--- src/sv/bst_pkg.sv ---
// ---------------------------------------------------------------------------
// bst_pkg
// Shared constants and types of the bidirectional session table.
// ---------------------------------------------------------------------------
`default_nettype none

package bst_pkg;

  localparam int unsigned SESSIONS = 64;
  localparam int unsigned IDX_W    = (SESSIONS > 1) ? $clog2(SESSIONS) : 1;
  localparam int unsigned CNT_W    = $clog2(SESSIONS + 1);
  localparam int unsigned OIDX_W   = 6;

  localparam logic [7:0] PROTO_TCP = 8'd6;
  localparam logic [7:0] PROTO_UDP = 8'd17;

  typedef struct packed {
    logic [31:0] src_addr;
    logic [31:0] dst_addr;
    logic [15:0] src_port;
    logic [15:0] dst_port;
  } tuple_t;

  localparam int unsigned TUPLE_W = $bits(tuple_t);

  typedef struct packed {
    logic              accepted;
    logic [OIDX_W-1:0] session_index;
    logic              new_session;
    logic              reversed;
    logic              table_full;
  } result_t;

  // Control bundle from the scan controller to the session memory.
  typedef struct packed {
    logic             rd_en;
    logic [IDX_W-1:0] rd_addr;
    logic             wr_en;
    logic [IDX_W-1:0] wr_addr;
    tuple_t           wr_data;
  } ram_req_t;

  typedef enum logic [1:0] {
    ST_IDLE,
    ST_SCAN,
    ST_DONE
  } state_e;

endpackage

`default_nettype wire

--- src/sv/bst_req_if.sv ---
// ---------------------------------------------------------------------------
// bst_req_if
// Packet request channel: valid/ready handshake with the packet tuple.
// ---------------------------------------------------------------------------
`default_nettype none

interface bst_req_if;
  logic        valid;
  logic        ready;
  logic [31:0] src_addr;
  logic [31:0] dst_addr;
  logic [15:0] src_port;
  logic [15:0] dst_port;
  logic [7:0]  ip_protocol;

  modport source (
    output valid, src_addr, dst_addr, src_port, dst_port, ip_protocol,
    input  ready
  );

  modport sink (
    input  valid, src_addr, dst_addr, src_port, dst_port, ip_protocol,
    output ready
  );
endinterface

`default_nettype wire

--- src/sv/bst_rsp_if.sv ---
// ---------------------------------------------------------------------------
// bst_rsp_if
// Result channel: valid/ready handshake with the session lookup result.
// ---------------------------------------------------------------------------
`default_nettype none

interface bst_rsp_if;
  logic       valid;
  logic       ready;
  logic       accepted;
  logic [5:0] session_index;
  logic       new_session;
  logic       reversed;
  logic       table_full;

  modport source (
    output valid, accepted, session_index, new_session, reversed, table_full,
    input  ready
  );

  modport sink (
    input  valid, accepted, session_index, new_session, reversed, table_full,
    output ready
  );
endinterface

`default_nettype wire

--- src/sv/bst_ctrl.sv ---
// ---------------------------------------------------------------------------
// bst_ctrl
// Scan controller: walks stored sessions, matches both ways, appends new.
// ---------------------------------------------------------------------------
`default_nettype none

module bst_ctrl (
  input  wire logic              clk_i,
  input  wire logic              rst_ni,
  bst_req_if.sink                req_i,
  bst_rsp_if.source              rsp_o,
  output bst_pkg::ram_req_t      ram_req_o,
  input  wire bst_pkg::tuple_t   ram_rdata_i
);

  import bst_pkg::*;

  state_e           state_q, state_d;
  tuple_t           key_q, key_d;
  logic [CNT_W-1:0] idx_q, idx_d;
  logic [CNT_W-1:0] count_q, count_d;
  result_t          res_q, res_d;
  logic             ins_q, ins_d;
  logic             out_valid_q, out_valid_d;
  result_t          out_res_q, out_res_d;

  logic direct;
  logic swapped;
  logic last;
  logic out_free;
  logic proto_ok;

  assign direct  = (ram_rdata_i == key_q);
  assign swapped = (ram_rdata_i.src_addr == key_q.dst_addr) &&
                   (ram_rdata_i.dst_addr == key_q.src_addr) &&
                   (ram_rdata_i.src_port == key_q.dst_port) &&
                   (ram_rdata_i.dst_port == key_q.src_port);
  assign last     = (CNT_W'(idx_q + CNT_W'(1)) == count_q);
  assign out_free = !out_valid_q || rsp_o.ready;
  assign proto_ok = (req_i.ip_protocol == PROTO_TCP) ||
                    (req_i.ip_protocol == PROTO_UDP);

  assign req_i.ready = (state_q == ST_IDLE);

  always_comb begin
    state_d     = state_q;
    key_d       = key_q;
    idx_d       = idx_q;
    count_d     = count_q;
    res_d       = res_q;
    ins_d       = ins_q;
    out_valid_d = out_valid_q && !rsp_o.ready;
    out_res_d   = out_res_q;

    ram_req_o         = '0;
    ram_req_o.rd_addr = IDX_W'(idx_q + CNT_W'(1));
    ram_req_o.wr_addr = IDX_W'(count_q);
    ram_req_o.wr_data = key_q;

    case (state_q)
      ST_IDLE: begin
        if (req_i.valid) begin
          key_d.src_addr = req_i.src_addr;
          key_d.dst_addr = req_i.dst_addr;
          key_d.src_port = req_i.src_port;
          key_d.dst_port = req_i.dst_port;
          idx_d          = '0;
          res_d          = '0;
          ins_d          = 1'b0;
          if (!proto_ok) begin
            state_d = ST_DONE;
          end else if (count_q == '0) begin
            // empty table: append at entry 0
            res_d.accepted    = 1'b1;
            res_d.new_session = 1'b1;
            ins_d             = 1'b1;
            state_d           = ST_DONE;
          end else begin
            ram_req_o.rd_en   = 1'b1;
            ram_req_o.rd_addr = '0;
            state_d           = ST_SCAN;
          end
        end
      end

      ST_SCAN: begin
        if (direct || swapped) begin
          res_d.accepted      = 1'b1;
          res_d.session_index = OIDX_W'(idx_q);
          res_d.reversed      = !direct;
          state_d             = ST_DONE;
        end else if (last) begin
          if (count_q == CNT_W'(SESSIONS)) begin
            res_d.table_full = 1'b1;
          end else begin
            res_d.accepted      = 1'b1;
            res_d.new_session   = 1'b1;
            res_d.session_index = OIDX_W'(count_q);
            ins_d               = 1'b1;
          end
          state_d = ST_DONE;
        end else begin
          idx_d           = CNT_W'(idx_q + CNT_W'(1));
          ram_req_o.rd_en = 1'b1;
        end
      end

      ST_DONE: begin
        if (out_free) begin
          out_valid_d = 1'b1;
          out_res_d   = res_q;
          if (ins_q) begin
            ram_req_o.wr_en = 1'b1;
            count_d         = CNT_W'(count_q + CNT_W'(1));
          end
          state_d = ST_IDLE;
        end
      end

      default: begin
        state_d = ST_IDLE;
      end
    endcase
  end

  always_ff @(posedge clk_i or negedge rst_ni) begin
    if (!rst_ni) begin
      state_q     <= ST_IDLE;
      count_q     <= '0;
      out_valid_q <= 1'b0;
    end else begin
      state_q     <= state_d;
      count_q     <= count_d;
      out_valid_q <= out_valid_d;
    end
  end

  always_ff @(posedge clk_i) begin
    key_q     <= key_d;
    idx_q     <= idx_d;
    res_q     <= res_d;
    ins_q     <= ins_d;
    out_res_q <= out_res_d;
  end

  assign rsp_o.valid         = out_valid_q;
  assign rsp_o.accepted      = out_res_q.accepted;
  assign rsp_o.session_index = out_res_q.session_index;
  assign rsp_o.new_session   = out_res_q.new_session;
  assign rsp_o.reversed      = out_res_q.reversed;
  assign rsp_o.table_full    = out_res_q.table_full;

endmodule

`default_nettype wire

--- src/flat_wrapper.sv ---
// flat-port wrapper written by rule: the top's interface ports become plain ports
module bst_ctrl_flat import bst_pkg::*;
  (clk_i, rst_ni, ram_req_o, ram_rdata_i, req_i_valid, req_i_src_addr, req_i_dst_addr, req_i_src_port, req_i_dst_port, req_i_ip_protocol, req_i_ready, rsp_o_valid, rsp_o_accepted, rsp_o_session_index, rsp_o_new_session, rsp_o_reversed, rsp_o_table_full, rsp_o_ready);
  bst_req_if req_i_i ();
  bst_rsp_if rsp_o_i ();
  input  wire logic clk_i;
  input  wire logic rst_ni;
  output bst_pkg::ram_req_t ram_req_o;
  input  wire bst_pkg::tuple_t ram_rdata_i;
  input wire logic [$bits(req_i_i.valid)-1:0] req_i_valid;
  input wire logic [$bits(req_i_i.src_addr)-1:0] req_i_src_addr;
  input wire logic [$bits(req_i_i.dst_addr)-1:0] req_i_dst_addr;
  input wire logic [$bits(req_i_i.src_port)-1:0] req_i_src_port;
  input wire logic [$bits(req_i_i.dst_port)-1:0] req_i_dst_port;
  input wire logic [$bits(req_i_i.ip_protocol)-1:0] req_i_ip_protocol;
  output wire logic [$bits(req_i_i.ready)-1:0] req_i_ready;
  output wire logic [$bits(rsp_o_i.valid)-1:0] rsp_o_valid;
  output wire logic [$bits(rsp_o_i.accepted)-1:0] rsp_o_accepted;
  output wire logic [$bits(rsp_o_i.session_index)-1:0] rsp_o_session_index;
  output wire logic [$bits(rsp_o_i.new_session)-1:0] rsp_o_new_session;
  output wire logic [$bits(rsp_o_i.reversed)-1:0] rsp_o_reversed;
  output wire logic [$bits(rsp_o_i.table_full)-1:0] rsp_o_table_full;
  input wire logic [$bits(rsp_o_i.ready)-1:0] rsp_o_ready;
  assign req_i_i.valid = req_i_valid;
  assign req_i_i.src_addr = req_i_src_addr;
  assign req_i_i.dst_addr = req_i_dst_addr;
  assign req_i_i.src_port = req_i_src_port;
  assign req_i_i.dst_port = req_i_dst_port;
  assign req_i_i.ip_protocol = req_i_ip_protocol;
  assign req_i_ready = req_i_i.ready;
  assign rsp_o_valid = rsp_o_i.valid;
  assign rsp_o_accepted = rsp_o_i.accepted;
  assign rsp_o_session_index = rsp_o_i.session_index;
  assign rsp_o_new_session = rsp_o_i.new_session;
  assign rsp_o_reversed = rsp_o_i.reversed;
  assign rsp_o_table_full = rsp_o_i.table_full;
  assign rsp_o_i.ready = rsp_o_ready;
  bst_ctrl u_core (.clk_i(clk_i), .rst_ni(rst_ni), .req_i(req_i_i), .rsp_o(rsp_o_i), .ram_req_o(ram_req_o), .ram_rdata_i(ram_rdata_i));
endmodule
--- config.mk ---
export PLATFORM = sky130hd
export DESIGN_NAME = bst_ctrl_flat
export DESIGN_NICKNAME = d
export VERILOG_FILES = /design/src/sv/bst_pkg.sv /design/src/sv/bst_req_if.sv /design/src/sv/bst_rsp_if.sv /design/src/sv/bst_ctrl.sv /design/src/flat_wrapper.sv
export SDC_FILE = /design/constraint.sdc
export NUM_CORES = 1
export LEC_CHECK = 0
export CORE_AREA = 2 2 126 128
export CTS_CLUSTER_DIAMETER = 120
export DETAILED_ROUTE_END_ITERATION = 12
export DIE_AREA = 0 0 128 130
export DONT_BUFFER_PORTS = 1
export PLACE_DENSITY = 0.64
export SYNTH_ARGS = -nofsm -noshare
export SYNTH_HDL_FRONTEND = slang
export SYNTH_SLANG_ARGS = --single-unit
--- constraint.sdc ---
create_clock -name clk_i -period 20.6 [get_ports clk_i]
set_input_delay 5.15 -clock clk_i [delete_from_list [all_inputs] [get_ports clk_i]]
set_output_delay 5.15 -clock clk_i [all_outputs]
set_load 0.05 [all_outputs]
==> results.py <==
metrics = {
    "run_status": {
        "status": "complete, no violations",
    },
    "routing": {
        "drc": 0,
        "wl_mm": 21.43,
        "drt-pass1-iter-count": 4,
        "vias_per_cell": 5.763,
        "dr.first_iter.drc_count": 337,
        "route.antenna.remaining_nets": 0,
        "vias": 4178,
        "wire_per_inst_um": 29.56,
    },
    "timing": {
        "fin_skew_ps": 7.825,
        "relSlewSlack_pct": 36.41,
        "worst_pin_slew_ps": 950.4,
        "period_minus_slack_ps": 12780,
        "rsz0062_at_grt": "false",
        "drv_slew": 0,
        "fin_setup_tns_ps": 0,
        "finalHoldViolations": 0,
        "setup_viol": 0,
        "fin_crit_sh_pct": 62.04,
        "max_freq_mhz": 78.24,
    },
    "setup_path": {
        "cp_top_family": "simple AND/OR/NAND/NOR gates",
        "critPathCaptureType": "output pin",
        "cp_slowest_cell": "nor4_1",
        "regToRegStartpoint": "u_core.ram_req_o[93]",
        "crit_fanout": 9,
        "crit_type": "in2out",
        "required_ps": 15450,
        "critPathBufInv": 0,
        "crit_cells": 7,
        "reg2reg_slack_ps": 16900,
        "reg2reg_to": "u_core.res_q[7]",
        "r2r_cells": 7,
        "max_stage_delay_ps": 790,
        "cp-startpoint": "ram_rdata_i[61]",
        "critPathArrivalTime_ps": 7630,
        "path_cells": "xor2_1 -> nor4_1 -> nand4_1 -> nor4_2 -> and3_1 -> nor3_2 -> or2_1",
        "cp-start-kind": "primary input",
        "worstSetupEndpoint": "ram_req_o[109]",
    },
    "yosys": {
        "synth_nets": 721,
        "ys.flop_type": "edfxtp_1",
        "ys_ff_latch": 133,
        "netlist_instances": 514,
        "ys_async_sr_fraction_pct": 7.519,
        "ys_seq_area_share_pct": 57.76,
        "synth_area_um2": 6828,
        "synth_cell_type_count": 37,
        "synth_common_cells": "133 x xor2_1, 123 x edfxtp_1, 77 x xnor2_1",
        "netlist_top_cells_area": "edfxtp_1 54%, xor2_1 17%, xnor2_1 9.9%",
        "yosysMostFrequentCell": "xor2_1",
        "yosysWarnings": 0,
        "synth-edff-count": 123,
        "avgSynthCellArea_um2": 13.28,
        "synth_top_area_share_pct": 54.10,
        "synth_area_leader_cell": "edfxtp_1",
    },
    "cts": {
        "cts-root-buf": "clkbuf_16",
        "postCtsSetupBuffers": 0,
        "cts_buffers": 17,
        "cts_resized": 0,
        "h-tree-depth": 4,
        "cts_tree": "done",
        "clkTransAtPathRegs_ps": 50,
        "ctsHoldBuffers": 0,
        "clock_sinks": 133,
        "clockBufferDepth": 2,
        "clk_latency_ps": 420,
    },
    "floorplan": {
        "die_w_um": 128,
        "core-area_um2": 15420,
        "io_pins": 326,
        "start_util_pct": 44.27,
        "num_rows": 46,
        "dieArea_um2": 16640,
        "die_h_um": 130,
    },
    "power": {
        "ir_drop_mv": 0.07526,
        "pwr-share-clk_pct": 33.1,
        "p_total_uw": 898.5,
        "p_leak_nw": 2.571,
        "switchingPower_uw": 334.2,
        "power.density_nw_per_um2": 118.6,
        "swShare_pct": 37.19,
        "pwr-share-comb_pct": 13.2,
        "seqPwrFrac_pct": 53.6,
        "p_int_uw": 564.3,
    },
    "final_layout": {
        "diodes": 0,
        "fin_area_um2": 7576,
        "fillers": 1350,
        "regArea_um2": 3944,
        "drive_above_1_share_pct": 7.692,
        "final_nets": 727,
        "areaGrowthSynthToFinish_pct": 10.96,
        "layout.cells.non_filler": 725,
        "multi_input_comb_area_um2": 2780,
    },
    "global_route": {
        "grt.total_usage_pct": 25.48,
        "grt_antenna_before_repair": 1,
        "grt_remaining_overflow": 0,
        "grt_pass1_vias": 4331,
        "grt_pass1_wl_mm": 29.47,
        "grt_max_degree": 53,
    },
    "place": {
        "port_buffers": 0,
        "place_area_um2": 6998,
        "place.gp.congestion": 0.8760,
        "dp_hpwl_mm": 17.84,
        "placed_cells": 693,
    },
    "min_path": {
        "hp-class": "reg2reg",
    },
    "job": {
        "cap_violations": 0,
    },
}
[power groups by stage]
stage	Clock (mW)	Combinational (mW)	Sequential, mW
2_1_floorplan	0	0.118	0.456
3_3_place_gp	0	0.118	0.487
3_5_place_dp	0	0.119	0.487
4_1_cts	0.303	0.120	0.482
5_1_grt	0.311	0.129	0.486
6_report	0.298	0.119	0.482
[how the worst min path moves through the flow]
| stage | startpoint | endpoint | cells past startpoint |
|---|---|---|---|
| CTS | u_core.res_q[4] | u_core.rsp_o.session_index[1] | 0 |
| detailed placement | u_core.res_q[4] | u_core.rsp_o.session_index[1] | 0 |
| finish | u_core.res_q[4] | u_core.rsp_o.session_index[1] | 0 |
| global placement | u_core.res_q[9] | u_core.rsp_o.accepted | 0 |
| global route | u_core.res_q[6] | u_core.rsp_o.session_index[3] | 0 |
| floorplan | u_core.res_q[9] | u_core.rsp_o.accepted | 0 |
[per-stage QoR]
step / util [%] / hold slack [ps] / setup slack, ps
3_5_place_dp: 45.37 / 405.4 / 7823
6_report: 49.12 / 415.9 / 7820
2_1_floorplan: - / 400.3 / 6987
4_1_cts: 49.12 / 418.5 / 7815
3_3_place_gp: 45.37 / 404.0 / 7804
5_1_grt: 49.12 / 420.8 / 7674
[layer usage]
layer,part of all wire [%],global-route usage (%),up-vias
met1,36,27.50,2063
met5,0,0,-
met4,1.4,6.529,0
met2,52,45.11,229
met3,11,12.34,22
li1,-,-,1864
[layout by cell type, fill, tap and decap left out, drive strengths merged, types with 3 or more instances in the layout]
cell type  netlist  layout
a21oi            9       9
and2             3       3
and3             4       4
clkbuf           7      18
clkinv           0       4
clkinvlp         0       3
dfrtp           10      10
edfxtp         123     123
ha               3       3
inv              5      10
nand2            5       5
nand2b           3       3
nand3           10      10
nand4           27      27
nor2            19      19
nor4            39      39
o21ai           10      10
or2              4       4
xnor2           77      77
xor2           134     134
[area by class of cell]
cell class,instances,area share (%)
flip-flops and latches,133,52.06
multi-input cells,361,36.70
clock buffers,18,5.665
well taps,192,3.171
clock inverters,14,1.965
inverters,5,0.2477
repair buffers,2,0.1982
[flip-flops by register name, indices dropped and copies added (netlist names)]
register                    flops
u_core.state_q                  2
u_core.rsp_o.valid              1
u_core.rsp_o.reversed           1
u_core.ins_q                    1
u_core.rsp_o.session_index      6
u_core.rsp_o.table_full         1
u_core.ram_req_o               96
u_core.rsp_o.accepted           1
u_core.idx_q                    7
u_core.res_q                    9
u_core.count_q                  7
u_core.rsp_o.new_session        1
[worst reg2reg max path: stages (launching register included)]
cell,delay [ps]
edfxtp_1,650
xor2_1,260
nor4_1,790
nand4_1,210
nor4_2,380
and3_1,390
nor2_1,120
a21oi_1,530
[kinds of logic (layout without fill, tap and decap cells)]
logic type	count (synthesis)	in the layout	synth area share, %
adder cells (fa/ha/maj)	3	3	0.5498
AND/OR/NAND/NOR	123	123	10.78
XOR/XNOR	211	211	27.18
flip-flops	133	133	57.76
AO/OA/AOI/OAI	24	24	2.144
buffers and inverters	20	39	1.594
Note: power is estimated with default switching activity, not from simulation.
